==> config.mk <==
export PLATFORM = sky130hd
export DESIGN_NAME = gacp_stick_lane
export DESIGN_NICKNAME = d
export VERILOG_FILES = /design/src/hdl/gacp_pkg.sv /design/src/hdl/gacp_stick_lane.sv
export SDC_FILE = /design/constraint.sdc
export NUM_CORES = 2
export LEC_CHECK = 0
export BUFFER_PORTS_ARGS = -buffer_cell sky130_fd_sc_hd__buf_4
export CORE_MARGIN = 2
export CORE_UTILIZATION = 40
export DETAILED_ROUTE_END_ITERATION = 12
export PLACE_DENSITY_LB_ADDON = 0.25
export SLEW_MARGIN = 15
export SYNTH_ARGS = -nofsm -noshare
export SYNTH_HDL_FRONTEND = slang
export SYNTH_SLANG_ARGS = --single-unit
==> constraint.sdc <==
create_clock -name clk -period 9.7 [get_ports clk]
set_input_delay 0.485 -clock clk [delete_from_list [all_inputs] [get_ports clk]]
set_output_delay 0.485 -clock clk [all_outputs]
set_load 0.05 [all_outputs]
==> src/hdl/gacp_pkg.sv <==
// Package for the gamepad axis calibrate and pack block.
// Holds shared constants, register indexes and a helper function; no dependencies.
package gacp_pkg;

    localparam logic [7:0] STICK_LO     = 8'h20;
    localparam logic [7:0] STICK_SPAN   = 8'hC0;
    localparam logic [7:0] TRIG_LO      = 8'h20;
    localparam logic [7:0] TRIG_SPAN    = 8'hDF;
    localparam logic [7:0] TRIG_HI      = 8'hFF;
    localparam logic [7:0] STICK_CENTER = 8'h7F;

    localparam logic [2:0] REG_LEFT_BOUNDS    = 3'd0;
    localparam logic [2:0] REG_RIGHT_BOUNDS   = 3'd1;
    localparam logic [2:0] REG_LEFT_DEADZONE  = 3'd2;
    localparam logic [2:0] REG_RIGHT_DEADZONE = 3'd3;
    localparam logic [2:0] REG_INVERT_MASK    = 3'd4;
    localparam logic [2:0] REG_ENABLE_MASK    = 3'd5;
    localparam logic [2:0] REG_FULL_REPORT    = 3'd6;

    // (v, or ~v when inv is set) * span / 255 + lo, with v and span at most 8 bits.
    // x/255 for x < 65535: (x + 1 + (x >> 8)) >> 8.
    function automatic logic [7:0] rescale(input logic [7:0] v, input logic inv,
                                           input logic [7:0] span, input logic [7:0] lo);
        logic [7:0]  w;
        logic [15:0] p;
        logic [16:0] q;
        begin
            w = inv ? ~v : v;
            p = w * span;
            q = {1'b0, p} + 17'd1 + {9'd0, p[15:8]};
            rescale = q[15:8] + lo;
        end
    endfunction

endpackage

==> src/hdl/gacp_stick_lane.sv <==
// One stick lane: deadzone centering, clamp, stretch (pipelined restoring divider), invert and rescale.
// Depends on gacp_pkg.
module gacp_stick_lane
(
    input  logic       clk,
    input  logic       rst_n,
    input  logic       in_valid,
    input  logic [7:0] x,
    input  logic [7:0] y,
    input  logic [31:0] bounds,
    input  logic [7:0] deadzone,
    input  logic       enable,
    input  logic       inv_x,
    input  logic       inv_y,
    output logic       out_valid,
    output logic [7:0] out_x,
    output logic [7:0] out_y
);
    import gacp_pkg::*;

    localparam int STEPS = 16;

    typedef struct packed {
        logic [15:0] num;
        logic [7:0]  den;
        logic [15:0] quo;
        logic [16:0] rem;
        logic        direct;
        logic [7:0]  dval;
    } div_t;

    logic [STEPS:0]  valid_reg;
    logic [STEPS:0]  center_reg;
    logic [STEPS:0]  invx_reg;
    logic [STEPS:0]  invy_reg;
    div_t            dx_reg [STEPS+1];
    div_t            dy_reg [STEPS+1];
    logic [7:0]      out_x_reg;
    logic [7:0]      out_y_reg;
    logic            out_valid_reg;

    function automatic div_t div_init(input logic [7:0] v, input logic [7:0] lo,
                                      input logic [7:0] hi);
        div_t d;
        begin
            d = '0;
            if (v < lo)
            begin
                d.direct = 1'b1;
                d.dval = 8'd0;
            end
            else if (v > hi)
            begin
                d.direct = 1'b1;
                d.dval = 8'd255;
            end
            else if (hi == lo)
            begin
                d.direct = 1'b1;
                d.dval = 8'd0;
            end
            else
            begin
                d.num = (v - lo) * 8'd255;
                d.den = hi - lo;
            end
            div_init = d;
        end
    endfunction

    function automatic div_t div_step(input div_t d, input int k);
        div_t   o;
        logic [16:0] r;
        begin
            o = d;
            r = {d.rem[15:0], d.num[STEPS-1-k]};
            if (r >= {9'd0, d.den})
            begin
                o.rem = r - {9'd0, d.den};
                o.quo[STEPS-1-k] = 1'b1;
            end
            else
            begin
                o.rem = r;
            end
            div_step = o;
        end
    endfunction

    logic signed [8:0]  ddx, ddy;
    logic        [17:0] d2;
    logic        [15:0] r2;
    assign ddx = $signed({1'b0, x}) - 9'sd128;
    assign ddy = $signed({1'b0, y}) - 9'sd128;
    assign d2  = 18'(ddx * ddx) + 18'(ddy * ddy);
    assign r2  = deadzone * deadzone;

    always_ff @(posedge clk or negedge rst_n)
    begin
        if (!rst_n)
        begin
            valid_reg <= '0;
            out_valid_reg <= 1'b0;
        end
        else
        begin
            valid_reg <= {valid_reg[STEPS-1:0], in_valid};
            out_valid_reg <= valid_reg[STEPS];
        end
    end

    always_ff @(posedge clk)
    begin
        center_reg[0] <= !enable || (d2 < {2'd0, r2});
        invx_reg[0] <= inv_x;
        invy_reg[0] <= inv_y;
        dx_reg[0] <= div_init(x, bounds[7:0], bounds[23:16]);
        dy_reg[0] <= div_init(y, bounds[15:8], bounds[31:24]);
        for (int k = 0; k < STEPS; k++)
        begin
            center_reg[k+1] <= center_reg[k];
            invx_reg[k+1] <= invx_reg[k];
            invy_reg[k+1] <= invy_reg[k];
            dx_reg[k+1] <= div_step(dx_reg[k], k);
            dy_reg[k+1] <= div_step(dy_reg[k], k);
        end
        if (center_reg[STEPS])
        begin
            out_x_reg <= STICK_CENTER;
            out_y_reg <= STICK_CENTER;
        end
        else
        begin
            out_x_reg <= rescale(dx_reg[STEPS].direct ? dx_reg[STEPS].dval
                                 : dx_reg[STEPS].quo[7:0], invx_reg[STEPS],
                                 STICK_SPAN, STICK_LO);
            out_y_reg <= rescale(dy_reg[STEPS].direct ? dy_reg[STEPS].dval
                                 : dy_reg[STEPS].quo[7:0], invy_reg[STEPS],
                                 STICK_SPAN, STICK_LO);
        end
    end

    assign out_valid = out_valid_reg;
    assign out_x = out_x_reg;
    assign out_y = out_y_reg;
endmodule

==> impl_metrics.toml <==
[run_status]
status = "complete, no violations"

[synthesis]
synth.top_cell.area_share_pct = 43.4
synth_compound_area_share_pct = 9.19
yosys.area_share.xor_xnor_pct = 7.28
ys_warn_count = 0
synth_async_sr_flop_share_pct = 1.46
synth_fa_ha_area_share_pct = 20.3
synth_area_leaders = "dfxtp_1 (43%), ha_1 (11%), fa_1 (9.2%)"
yosysMostFrequentCell = "dfxtp_1"
yosysUniqueCellTypes = 77
synth_top_family_by_area = "adder cells"
synth-main-ff-cell = "dfxtp_1"
synth_edf_count = 0
syn-num-nets = 6300
netlist_area_um2 = 55900
synth-seq-cells = 1231
avgSynthCellArea_um2 = 10.2
postSynthCellCount = 5487
yosys.area_share.simple_pct = 12.1
yosysTopAreaCell = "dfxtp_1"
ys_seq_area_share_pct = 44.2
synthTopCellsByCount = "dfxtp_1 (1213), inv_1 (733), ha_1 (494), nor2_1 (371), a21oi_1 (290)"
muxShareOfSynthArea_pct = 1.51

[sta]
final.setup.tns_ns = 0
tightest_slew_ns = 1.11
fin_crit_ns = 6.57
fmax_mhz = 152
drv_slew = 0
setup_viol = 0
hold_viol = 0
grt_setup_unrepaired = "false"
timing.final.crit_share_pct = 67.7
skew_ns = 0.0295
maxSlewHeadroom_pct = 25.6

[global_route]
grt_max_degree = 26
antenna_found_initial = 0
grt_first_pass_wirelength_um = 163000
grt_pass1_vias = 35585
grt_overflow = 0
grt_usage_pct = 13.6

[setup_path]
crit_path_max_fanout = 14
cp_cell_sequence = "buf_4 > inv_1 > nand2_1 > inv_1 > fa_1 > inv_1 > fa_1 > fa_1 > fa_1 > inv_1 > fa_1 > fa_1 > inv_1 > fa_1 > inv_1 > ha_1 > nor2b_1 > or4_1 > a2111oi_0 > xnor2_1 > ha_1 > o211ai_1 > nand2_1 > o31ai_1"
cp_top_family = "adder cells"
cp_data_required_time_ns = 10.34
cpMostUsedCell = "fa_1"
worstSetupPathType = "input pin to flop"
start_kind = "input pin"
cp_slowest_cell = "a2111oi_0"
arrival_ns = 7.21
critPathCaptureType = "flop"
path_buf_inv = 7
slowest_delay_ns = 0.63

[routing]
vias = 35329
wl_per_cell_um = 12.5
drtAntennaViolNets = 0
drc = 0
drt-pass1-iter-count = 5
wl_um = 95200
drt-initial-drc-count = 1294
viasPerCell = 4.64

[floorplanning]
num_rows = 137
num_io_pins = 79
dieArea_um2 = 143000
die_x_um = 378
core_um2 = 139000
die_h_um = 378
initial_core_util_pct = 40.2

[cells_and_area]
drive_gt1_share_pct = 6.84
ff_latch_area_um2 = 24700
final_nets = 6456
multiInputGateArea_um2 = 28200
n_antenna_cell = 0
n_fill_cell = 13048
syn_to_final_growth_pct = 13.1

[clocking]
postCtsSetupBuffers = 0
cts_tree = "yes"
cts.sinks = 1231
cts_buffer_depth = 3
root_buffer = "clkbuf_16"
clkSlewWorstSetupHoldPaths_ns = 0.07
numCtsBuffers = 131
clock_latency_ns = 0.73
htreeDepth = 4

[hold_path]
hp-class = "input pin to flop"

[placement]
gp_congestion = 0.843
io_buffers = 78
hpwl_um = 74700

[run]
maxCapViolations = 0
## worst paths after layout
| check | endpoint | start | slack [ns] | cells after the start |
|---|---|---|---|---|
| max in group asynchronous | valid_reg[12] | rst_n | 9.33 | 2 |
| worst min register to register | dx_reg[0][470] | dx_reg[0][404] | 0.31 | 0 |
| worst min-delay path | dx_reg[0][42] | bounds[0] | 0.08 | 3 |
| min in group asynchronous | valid_reg[9] | rst_n | 0.17 | 2 |
| worst max-delay path | center_reg[0] | x[7] | 3.13 | 24 |
| worst max register to register | out_x[7] | dx_reg[0][1064] | 4.98 | 21 |
## cell type report
type	instances	share of cell area, %
multi-input combinational	3458	44.6
inverter	734	4.36
sequential	1231	39.1
timing repair buffer	87	1.05
clock inverter	49	1.07
clock buffer	185	6.05
tap	1876	3.71
## tightest hold or removal path, stage by stage
cell	delay, ns
buf_4	0.09
ha_1	0.15
nor2_1	0.05
## repair_timing
action / 4_1_cts / 5_1_grt
hold endpoints to repair: 22 / 0
hold buffers: 5 / 0
resized for setup: 0 / 0
## routing by layer
metal  share of wire, %  GRT usage (%)  up-vias
met1                 46           16.5    16176
li1                   -              -    18510
met5                  0              0        -
met4                2.7           4.86        0
met2                 48           23.9      450
met3                3.5           2.55      193
## cells in the final DEF, fill, tap and decap left out, types with 53 or more instances in the layout
master,netlist,layout
nand3_1,75,75
buf_4,0,82
xnor2_1,268,268
a21o_1,74,74
nor4_1,60,60
nor3_1,119,119
and2_1,59,59
ha_1,494,494
dfxtp_1,1213,1213
fa_1,257,257
nor2_1,371,371
mux2_2,53,53
o21a_1,59,59
o21ai_0,192,192
nand2_1,229,229
inv_1,733,733
nand2b_1,78,78
a21oi_1,290,290
nor2b_1,97,97
clkbuf_16,0,135
xor2_1,197,197
## metrics by stage
stage	instance area (um^2)	std cells	setup WS, ns	hold slack [ns]	utilization, %
after CTS	63200	7620	3.14	0.0120	45.4
final	63200	7620	3.13	0.0846	45.4
after detailed placement	58700	7381	2.36	0.312	42.2
after floorplan	55900	5487	2.79	0.189	-
after global placement	58700	7381	2.41	0.310	42.2
after global routing	63200	7620	2.76	0.0416	45.4
## logic make-up after synthesis
| family | Yosys count |
|---|---|
| AO/OA/AOI/OAI | 831 |
| XOR/XNOR | 465 |
| adder cells (fa/ha/maj) | 751 |
| buffers and inverters | 798 |
| flip-flops | 1231 |
| multiplexers | 77 |
| AND/OR/NAND/NOR | 1334 |
Power is left out: the tool's default activity adds up to more than one toggle a clock period on the data nets, which glitch-free logic cannot reach.
