===== src/hdl/gacp_pkg.sv =====
// Package for the gamepad axis calibrate and pack block.
// Holds shared constants, register indexes and a helper function; no dependencies.
package gacp_pkg;

    localparam logic [7:0] STICK_LO     = 8'h20;
    localparam logic [7:0] STICK_SPAN   = 8'hC0;
    localparam logic [7:0] TRIG_LO      = 8'h20;
    localparam logic [7:0] TRIG_SPAN    = 8'hDF;
    localparam logic [7:0] TRIG_HI      = 8'hFF;
    localparam logic [7:0] STICK_CENTER = 8'h7F;

    localparam logic [2:0] REG_LEFT_BOUNDS    = 3'd0;
    localparam logic [2:0] REG_RIGHT_BOUNDS   = 3'd1;
    localparam logic [2:0] REG_LEFT_DEADZONE  = 3'd2;
    localparam logic [2:0] REG_RIGHT_DEADZONE = 3'd3;
    localparam logic [2:0] REG_INVERT_MASK    = 3'd4;
    localparam logic [2:0] REG_ENABLE_MASK    = 3'd5;
    localparam logic [2:0] REG_FULL_REPORT    = 3'd6;

    // (v, or ~v when inv is set) * span / 255 + lo, with v and span at most 8 bits.
    // x/255 for x < 65535: (x + 1 + (x >> 8)) >> 8.
    function automatic logic [7:0] rescale(input logic [7:0] v, input logic inv,
                                           input logic [7:0] span, input logic [7:0] lo);
        logic [7:0]  w;
        logic [15:0] p;
        logic [16:0] q;
        begin
            w = inv ? ~v : v;
            p = w * span;
            q = {1'b0, p} + 17'd1 + {9'd0, p[15:8]};
            rescale = q[15:8] + lo;
        end
    endfunction

endpackage


===== src/hdl/gacp_pack.sv =====
// Merge stage: triggers, buttons and full or compact report packing.
// Depends on gacp_pkg.
module gacp_pack
(
    input  logic       clk,
    input  logic       rst_n,
    input  logic       in_valid,
    input  logic [7:0] lx,
    input  logic [7:0] ly,
    input  logic [7:0] rx,
    input  logic [7:0] ry,
    input  logic [7:0] lt,
    input  logic [7:0] rt,
    input  logic [14:0] buttons,
    input  logic       full,
    output logic       out_valid,
    output logic [63:0] bytes_out,
    output logic [3:0] length
);
    import gacp_pkg::*;

    logic        valid_reg;
    logic [63:0] bytes_reg;
    logic [3:0]  length_reg;
    logic [7:0]  hi_btn, lo_btn;
    logic [5:0]  clx, cly;
    logic [4:0]  crx, cry, clt, crt;

    assign hi_btn = {buttons[14:8], 1'b1};
    assign lo_btn = buttons[7:0];
    assign clx = lx[7:2];
    assign cly = ly[7:2];
    assign crx = rx[7:3];
    assign cry = ry[7:3];
    assign clt = lt[7:3];
    assign crt = rt[7:3];

    always_ff @(posedge clk or negedge rst_n)
    begin
        if (!rst_n)
            valid_reg <= 1'b0;
        else
            valid_reg <= in_valid;
    end

    always_ff @(posedge clk)
    begin
        if (full)
        begin
            bytes_reg <= {lo_btn, hi_btn, rt, lt, ry, ly, rx, lx};
            length_reg <= 4'd8;
        end
        else
        begin
            bytes_reg <= {8'd0, 8'd0, lo_btn, hi_btn,
                          clt[2:0], crt,
                          crx[0], clt[4:3], cry,
                          crx[2:1], cly,
                          crx[4:3], clx};
            length_reg <= 4'd6;
        end
    end

    assign out_valid = valid_reg;
    assign bytes_out = bytes_reg;
    assign length = length_reg;
endmodule


===== config.mk =====
export PLATFORM = sky130hd
export DESIGN_NAME = gacp_pack
export DESIGN_NICKNAME = d
export VERILOG_FILES = /design/src/hdl/gacp_pkg.sv /design/src/hdl/gacp_pack.sv
export SDC_FILE = /design/constraint.sdc
export NUM_CORES = 1
export LEC_CHECK = 0
export BUFFER_PORTS_ARGS = -buffer_cell sky130_fd_sc_hd__buf_2
export CORE_MARGIN = 4
export CORE_UTILIZATION = 42
export DETAILED_ROUTE_END_ITERATION = 16
export HOLD_SLACK_MARGIN = 0.08
export PLACE_DENSITY = 0.78
export SLEW_MARGIN = 20
export SYNTH_ARGS = -nofsm -noshare
export SYNTH_HDL_FRONTEND = slang
export SYNTH_SLANG_ARGS = --single-unit

===== constraint.sdc =====
create_clock -name clk -period 0.8 [get_ports clk]
set_clock_uncertainty 0.05 [all_clocks]
set_input_delay 0.16 -clock clk [delete_from_list [all_inputs] [get_ports clk]]
set_output_delay 0.16 -clock clk [all_outputs]
set_load 0.05 [all_outputs]

==> flow_metrics.py, run 1 <==
metrics = {
    "outcome": {
        "run_status": "finished, violations left",
        "violations": "hold timing, setup timing",
    },
    "floorplan": {
        "die_area_sq_um": 6600,
        "fp.dieH_um": 81.3,
        "io_pins": 136,
        "coreArea_sq_um": 5140,
        "initial_core_util": 0.439,
        "die_w_um": 81.3,
        "row_count": 26,
    },
    "placed_design": {
        "hpwl_um": 3650,
        "numPlacedInstances": 340,
        "dpl_cell_area_sq_um": 2960,
        "place_ws_ns": -0.222,
        "portBuffers": 134,
        "place_congestion": 0.687,
    },
    "finish": {
        "largest_reg_flops": 63,
        "syn_to_final_growth_pct": 75.4,
        "nets": 359,
        "drive_gt1_frac": 0.896,
        "n_antenna_cell": 0,
        "nFillCells": 297,
        "fin_area_sq_um": 3950,
        "final_cells": 367,
    },
    "worst_setup_path": {
        "crit_start": "out_valid",
        "arrival_ns": 0.86,
        "cp_num_buf_inv": 1,
        "path_class": "flip-flop to output pin",
        "required_ns": 0.59,
        "critPathCaptureType": "output pin",
        "crit_family": "flip-flops",
        "setup.worst_path.end": "out_valid",
        "worstSetupStartpointType": "flip-flop",
        "crit_path_top_delay_cell": "dfrtp_1",
        "critical_path_depth": 1,
        "crit_path_max_fanout": 1,
        "crit_path_cell_trace": "buf_6",
        "slowest_delay_ns": 0.38,
    },
    "clocking": {
        "cts_num_sinks": 66,
        "htree_levels": 3,
        "tritoncts": "done",
        "numCtsBuffers": 9,
        "max-clock-path-buffers": 2,
        "cts_setup_buffers": 0,
        "clk_pin_slew_worst_paths_ns": 0.08,
        "root_buffer": "clkbuf_8",
    },
    "synthesis": {
        "synthCells": 141,
        "yosysTopAreaCellShare": 0.577,
        "yosysUniqueCellTypes": 12,
        "yosys_warnings": 0,
        "yosysTopAreaCell": "dfxtp_1",
        "synth_flop_cell": "dfxtp_1",
        "ys_top_cells_by_area": "dfxtp_1, mux2_4, and2_1",
        "syn_area_sq_um": 2250,
        "yosys-top-cells-count": "dfxtp_1, mux2_4, and2_1, buf_12, mux2_2",
        "synthArstFlopShare": 0.0152,
        "syn_nets": 208,
        "ys_ff_latch": 66,
        "syn_avg_cell_area_sq_um": 16.0,
        "synth_seq_area_share": 0.588,
        "synth_edf_count": 0,
        "yosys.cell_count.top_type": "dfxtp_1",
    },
    "drt": {
        "drc_errors": 0,
        "ant_nets": 0,
        "routedWlPerCell_um": 15.2,
        "first_pass_iters": 4,
        "vias": 1599,
        "viasPerCell": 4.36,
        "first_iter_violations": 30,
        "wl_um": 5580,
    },
    "global_route": {
        "grt_use_total": 0.177,
        "antenna_found_initial": 0,
        "grt_pass1_wl_um": 8450,
        "grt_max_degree": 27,
        "grt.overflow.total": 0,
        "grt_pass1_vias": 1822,
    },
    "timing": {
        "final.min_clock_period_ns": 1.07,
        "drv_slew": 0,
        "worst_slack_ns": -0.270,
        "hold_violations": 2,
        "rsz0062_at_grt": "yes",
        "tns_ns": -15.54,
        "worst_hold_slack_ns": -0.00236,
        "final-setup-viol-count": 79,
        "maxClockFrequency_ghz": 0.935,
        "fin_crit_sh": 1.34,
    },
    "power": {
        "p_leak_nw": 1.90,
        "pwr_density_cell_nw_per_um2": 2200,
        "irDropWorstVdd_uv": 1410,
    },
    "hold_path": {
        "hp-class": "primary input to flip-flop",
    },
    "job": {
        "cap_violations": 0,
    },
}
-- metal layers --
layer  GRT usage  up-vias  part of all wire
li1            -      766                 -
met2       0.340       77              0.58
met3      0.0632       10             0.083
met1       0.160      746              0.32
met5           0        -                 0
met4      0.0929        0             0.017
-- layout make-up --
| type | count | area [sq um] | area share |
|---|---|---|---|
| inverters | 1 | 3.75 | 0.000949 |
| flip-flops and latches | 66 | 1410 | 0.357 |
| multi-input cells | 64 | 795 | 0.201 |
| clock inverters | 5 | 55.1 | 0.0139 |
| clock buffers | 11 | 141 | 0.0358 |
| well taps | 70 | 87.6 | 0.0222 |
| repair buffers | 150 | 1460 | 0.369 |
-- timing repair --
item,4_1_cts,5_1_grt
hold buffers,17,8
setup endpoints to repair,68,89
hold endpoints to repair,65,62
gates resized for setup,238,11
pin swaps,0,0
-- cell usage in the layout, fill, tap and decap left out, drive strengths merged --
| cell type | n |
|---|---|
| nand2b | 1 |
| bufinv | 1 |
| clkinvlp | 2 |
| clkbuf | 11 |
| clkinv | 2 |
| conb | 1 |
| mux2 | 47 |
| inv | 1 |
| buf | 139 |
| and2 | 15 |
| dlygate4sd3 | 11 |
| dfrtp | 1 |
| dfxtp | 65 |
-- worst min-delay path by stage --
stage,startpoint,slack (ns),to,cells after the start
final,buttons[1],-0.002,bytes_out[57],2
after global routing,rt[1],-0.02,bytes_out[41],2
after CTS,rt[0],-0.02,bytes_out[40],2
after detailed placement,rst_n,-0.11,out_valid,1
after global placement,rst_n,-0.12,out_valid,1
after floorplan,rst_n,-0.19,out_valid,0
-- where the power goes --
group | internal [mW] | switching, mW
clock network | 1.51 | 1.22
logic | 1.06 | 1.19
registers | 3.57 | 0.152
total | 6.15 | 2.56
-- metrics by stage --
| step | total power, mW | util |
|---|---|---|
| 6_report | 8.71 | 0.769 |
| 5_1_grt | 9.04 | 0.769 |
| 4_1_cts | 8.75 | 0.773 |
| 3_5_place_dp | 5.42 | 0.575 |
| 3_3_place_gp | 5.40 | 0.575 |
| 2_1_floorplan | 4.99 | - |
-- cell families (layout without fill, tap and decap cells) --
| kind of cell | Yosys count | in the layout | synth area share |
|---|---|---|---|
| DFF | 66 | 66 | 0.588 |
| and+or+nand+nor | 16 | 16 | 0.0444 |
| muxes | 47 | 47 | 0.306 |
| other | 1 | 1 | 0.00166 |
| buffers and inverters | 11 | 167 | 0.0594 |
No activity file was read; power rests on OpenSTA's default activity.
==> run 2: changes to the inputs <==
--- a/config.mk
+++ b/config.mk
@@ -8,9 +8,11 @@
 export BUFFER_PORTS_ARGS = -buffer_cell sky130_fd_sc_hd__buf_2
 export CORE_MARGIN = 4
 export CORE_UTILIZATION = 42
+export CTS_CLUSTER_SIZE = 14
 export DETAILED_ROUTE_END_ITERATION = 16
 export HOLD_SLACK_MARGIN = 0.08
 export PLACE_DENSITY = 0.78
+export SETUP_SLACK_MARGIN = 0.02
 export SLEW_MARGIN = 20
 export SYNTH_ARGS = -nofsm -noshare
 export SYNTH_HDL_FRONTEND = slang
==> run 2 against run 1 <==
  * The run still ends with hold timing, setup timing left
  * Setup slack worse by 0.018 ns
  * Clock power up 2%
  * First-iteration DRC count fell by 3.3%
  * Power is 0.99% higher
  * Hold slack about the same
  * Core utilization shrank 0.073 points
  * Combinational power hardly changed
  * Critical path depth unchanged
  * Via count up 0.19%
  * Flip-flop and latch count unchanged
  * Largest power group unchanged
  * Highest routed layer unchanged
==> flow_metrics.py, run 2 (synthesized netlist as in run 1, its figures left out) <==
metrics = {
    "global_route": {
        "grt_pass1_wl_um": 8590,
        "busiest_layer": "met2",
        "grt_max_degree": 27,
        "use_met1": 0.166,
        "grtUsageMet2": 0.338,
        "grt_pass1_vias": 1788,
        "antenna_found_initial": 0,
        "grt.overflow.total": 0,
        "use_met3": 0.0820,
        "grt_use_total": 0.182,
    },
    "drt": {
        "routedWlPerCell_um": 16.2,
        "viasPerCell": 4.41,
        "first_iter_violations": 29,
        "wl_um": 5880,
        "ant_nets": 0,
        "first_pass_iters": 4,
        "vias": 1602,
        "drc_errors": 0,
    },
    "timing": {
        "worst_slack_ns": -0.287,
        "hold_violations": 1,
        "final-setup-viol-count": 74,
        "worst_hold_slack_ns": -0.00245,
        "rsz0062_at_grt": "yes",
        "final.min_clock_period_ns": 1.09,
        "fin_crit_sh": 1.36,
        "tns_ns": -15.31,
        "drv_slew": 0,
        "maxClockFrequency_ghz": 0.920,
    },
    "power": {
        "irDropWorstVdd_uv": 1340,
        "pwr_density_cell_nw_per_um2": 2230,
        "p_leak_nw": 1.90,
        "finalPower_mw": 8.80,
    },
    "clocking": {
        "numCtsBuffers": 9,
        "max-clock-path-buffers": 2,
        "htree_levels": 3,
        "root_buffer": "clkbuf_8",
        "tritoncts": "done",
        "cts_num_sinks": 66,
        "clk_pin_slew_worst_paths_ns": 0.07,
    },
    "job": {
        "cap_violations": 0,
    },
    "worst_setup_path": {
        "setup.worst_path.end": "out_valid",
        "critical_path_depth": 1,
        "arrival_ns": 0.88,
        "crit_family": "flip-flops",
        "path_class": "flip-flop to output pin",
        "cp_num_buf_inv": 1,
        "critPathCaptureType": "output pin",
        "crit_path_cell_trace": "buf_6",
        "crit_path_max_fanout": 1,
        "crit_path_top_delay_cell": "dfrtp_2",
        "worstSetupStartpointType": "flip-flop",
        "crit_start": "out_valid",
        "required_ns": 0.59,
        "slowest_delay_ns": 0.40,
    },
    "placed_design": {
        "place_congestion": 0.700,
        "portBuffers": 134,
        "hpwl_um": 3760,
    },
    "floorplan": {
        "coreArea_sq_um": 5140,
        "initial_core_util": 0.439,
        "io_pins": 136,
        "fp.dieH_um": 81.3,
        "row_count": 26,
        "die_w_um": 81.3,
        "die_area_sq_um": 6600,
    },
    "hold_path": {
        "hp-class": "primary input to flip-flop",
    },
    "finish": {
        "layout_commonest_cell": "buf_2",
        "drive_gt1_frac": 0.908,
        "nets": 355,
        "largest_reg_flops": 63,
        "syn_to_final_growth_pct": 75.2,
        "mostFrequentLayoutCells": "buf_2, dfxtp_2, buf_8, mux2_4, and2_1",
        "post-route-util": 0.769,
        "n_antenna_cell": 0,
    },
    "outcome": {
        "run_status": "finished, violations left",
        "violations": "hold timing, setup timing",
    },
}
==> run 2: cell types whose count changed in the layout (fill, tap and decap cells not counted), sizes merged <==
cell         change
clkinvlp         -2
dlygate4sd3      -4
clkinv           -1
clkbuf           +3
==> run 2: how the worst min path moves through the flow <==
stage	from	end	slack, ns	cells past startpoint
finish	buttons[1]	bytes_out[57]	-0.002	2
global route	rt[1]	bytes_out[41]	-0.02	2
CTS	buttons[14]	bytes_out[55]	-0.02	2
detailed placement	rst_n	out_valid	-0.11	1
global placement	rst_n	out_valid	-0.12	1
floorplan	rst_n	out_valid	-0.19	0
==> run 2: repair_timing <==
item | CTS | global route
hold buffers | 6 | 4
resized for setup | 216 | 18
hold endpoints to repair | 66 | 62
buffers inserted | 0 | 0
setup endpoints to repair | 68 | 75
==> run 2: cell type report <==
| cell class | instances | area (sq um) |
|---|---|---|
| well taps | 70 | 87.6 |
| clock inverters | 2 | 35.0 |
| flip-flops and latches | 66 | 1410 |
| multi-input cells | 64 | 802 |
| inverters | 1 | 3.75 |
| repair buffers | 146 | 1450 |
| fillers | 310 | 1190 |
| clock buffers | 14 | 163 |
==> run 2: per-stage QoR <==
stage | cells | hold WS (ns) | setup WS, ns | cell area, sq um
2_1_floorplan | 141 | -0.186 | -0.0814 | 2310
3_3_place_gp | 340 | -0.116 | -0.211 | 2990
3_5_place_dp | 340 | -0.110 | -0.223 | 2990
4_1_cts | 362 | -0.0188 | -0.312 | 3870
5_1_grt | 363 | -0.0208 | -0.324 | 3950
6_report | 363 | -0.00245 | -0.287 | 3950
==> run 2: per-layer routing <==
metal  vias to the layer above  share of wire
li1                        758              -
met1                       756           0.32
met2                        77           0.57
met3                        11          0.083
met4                         0          0.019
met5                         -              0
==> run 2: where the power goes <==
group / total, mW / leakage, nW / switching, mW / internal [mW]
combinational: 2.27 / 1.24 / 1.20 / 1.07
sequential: 3.73 / 0.562 / 0.158 / 3.58
clock: 2.79 / 0.101 / 1.18 / 1.61
total: 8.80 / 1.90 / 2.54 / 6.25
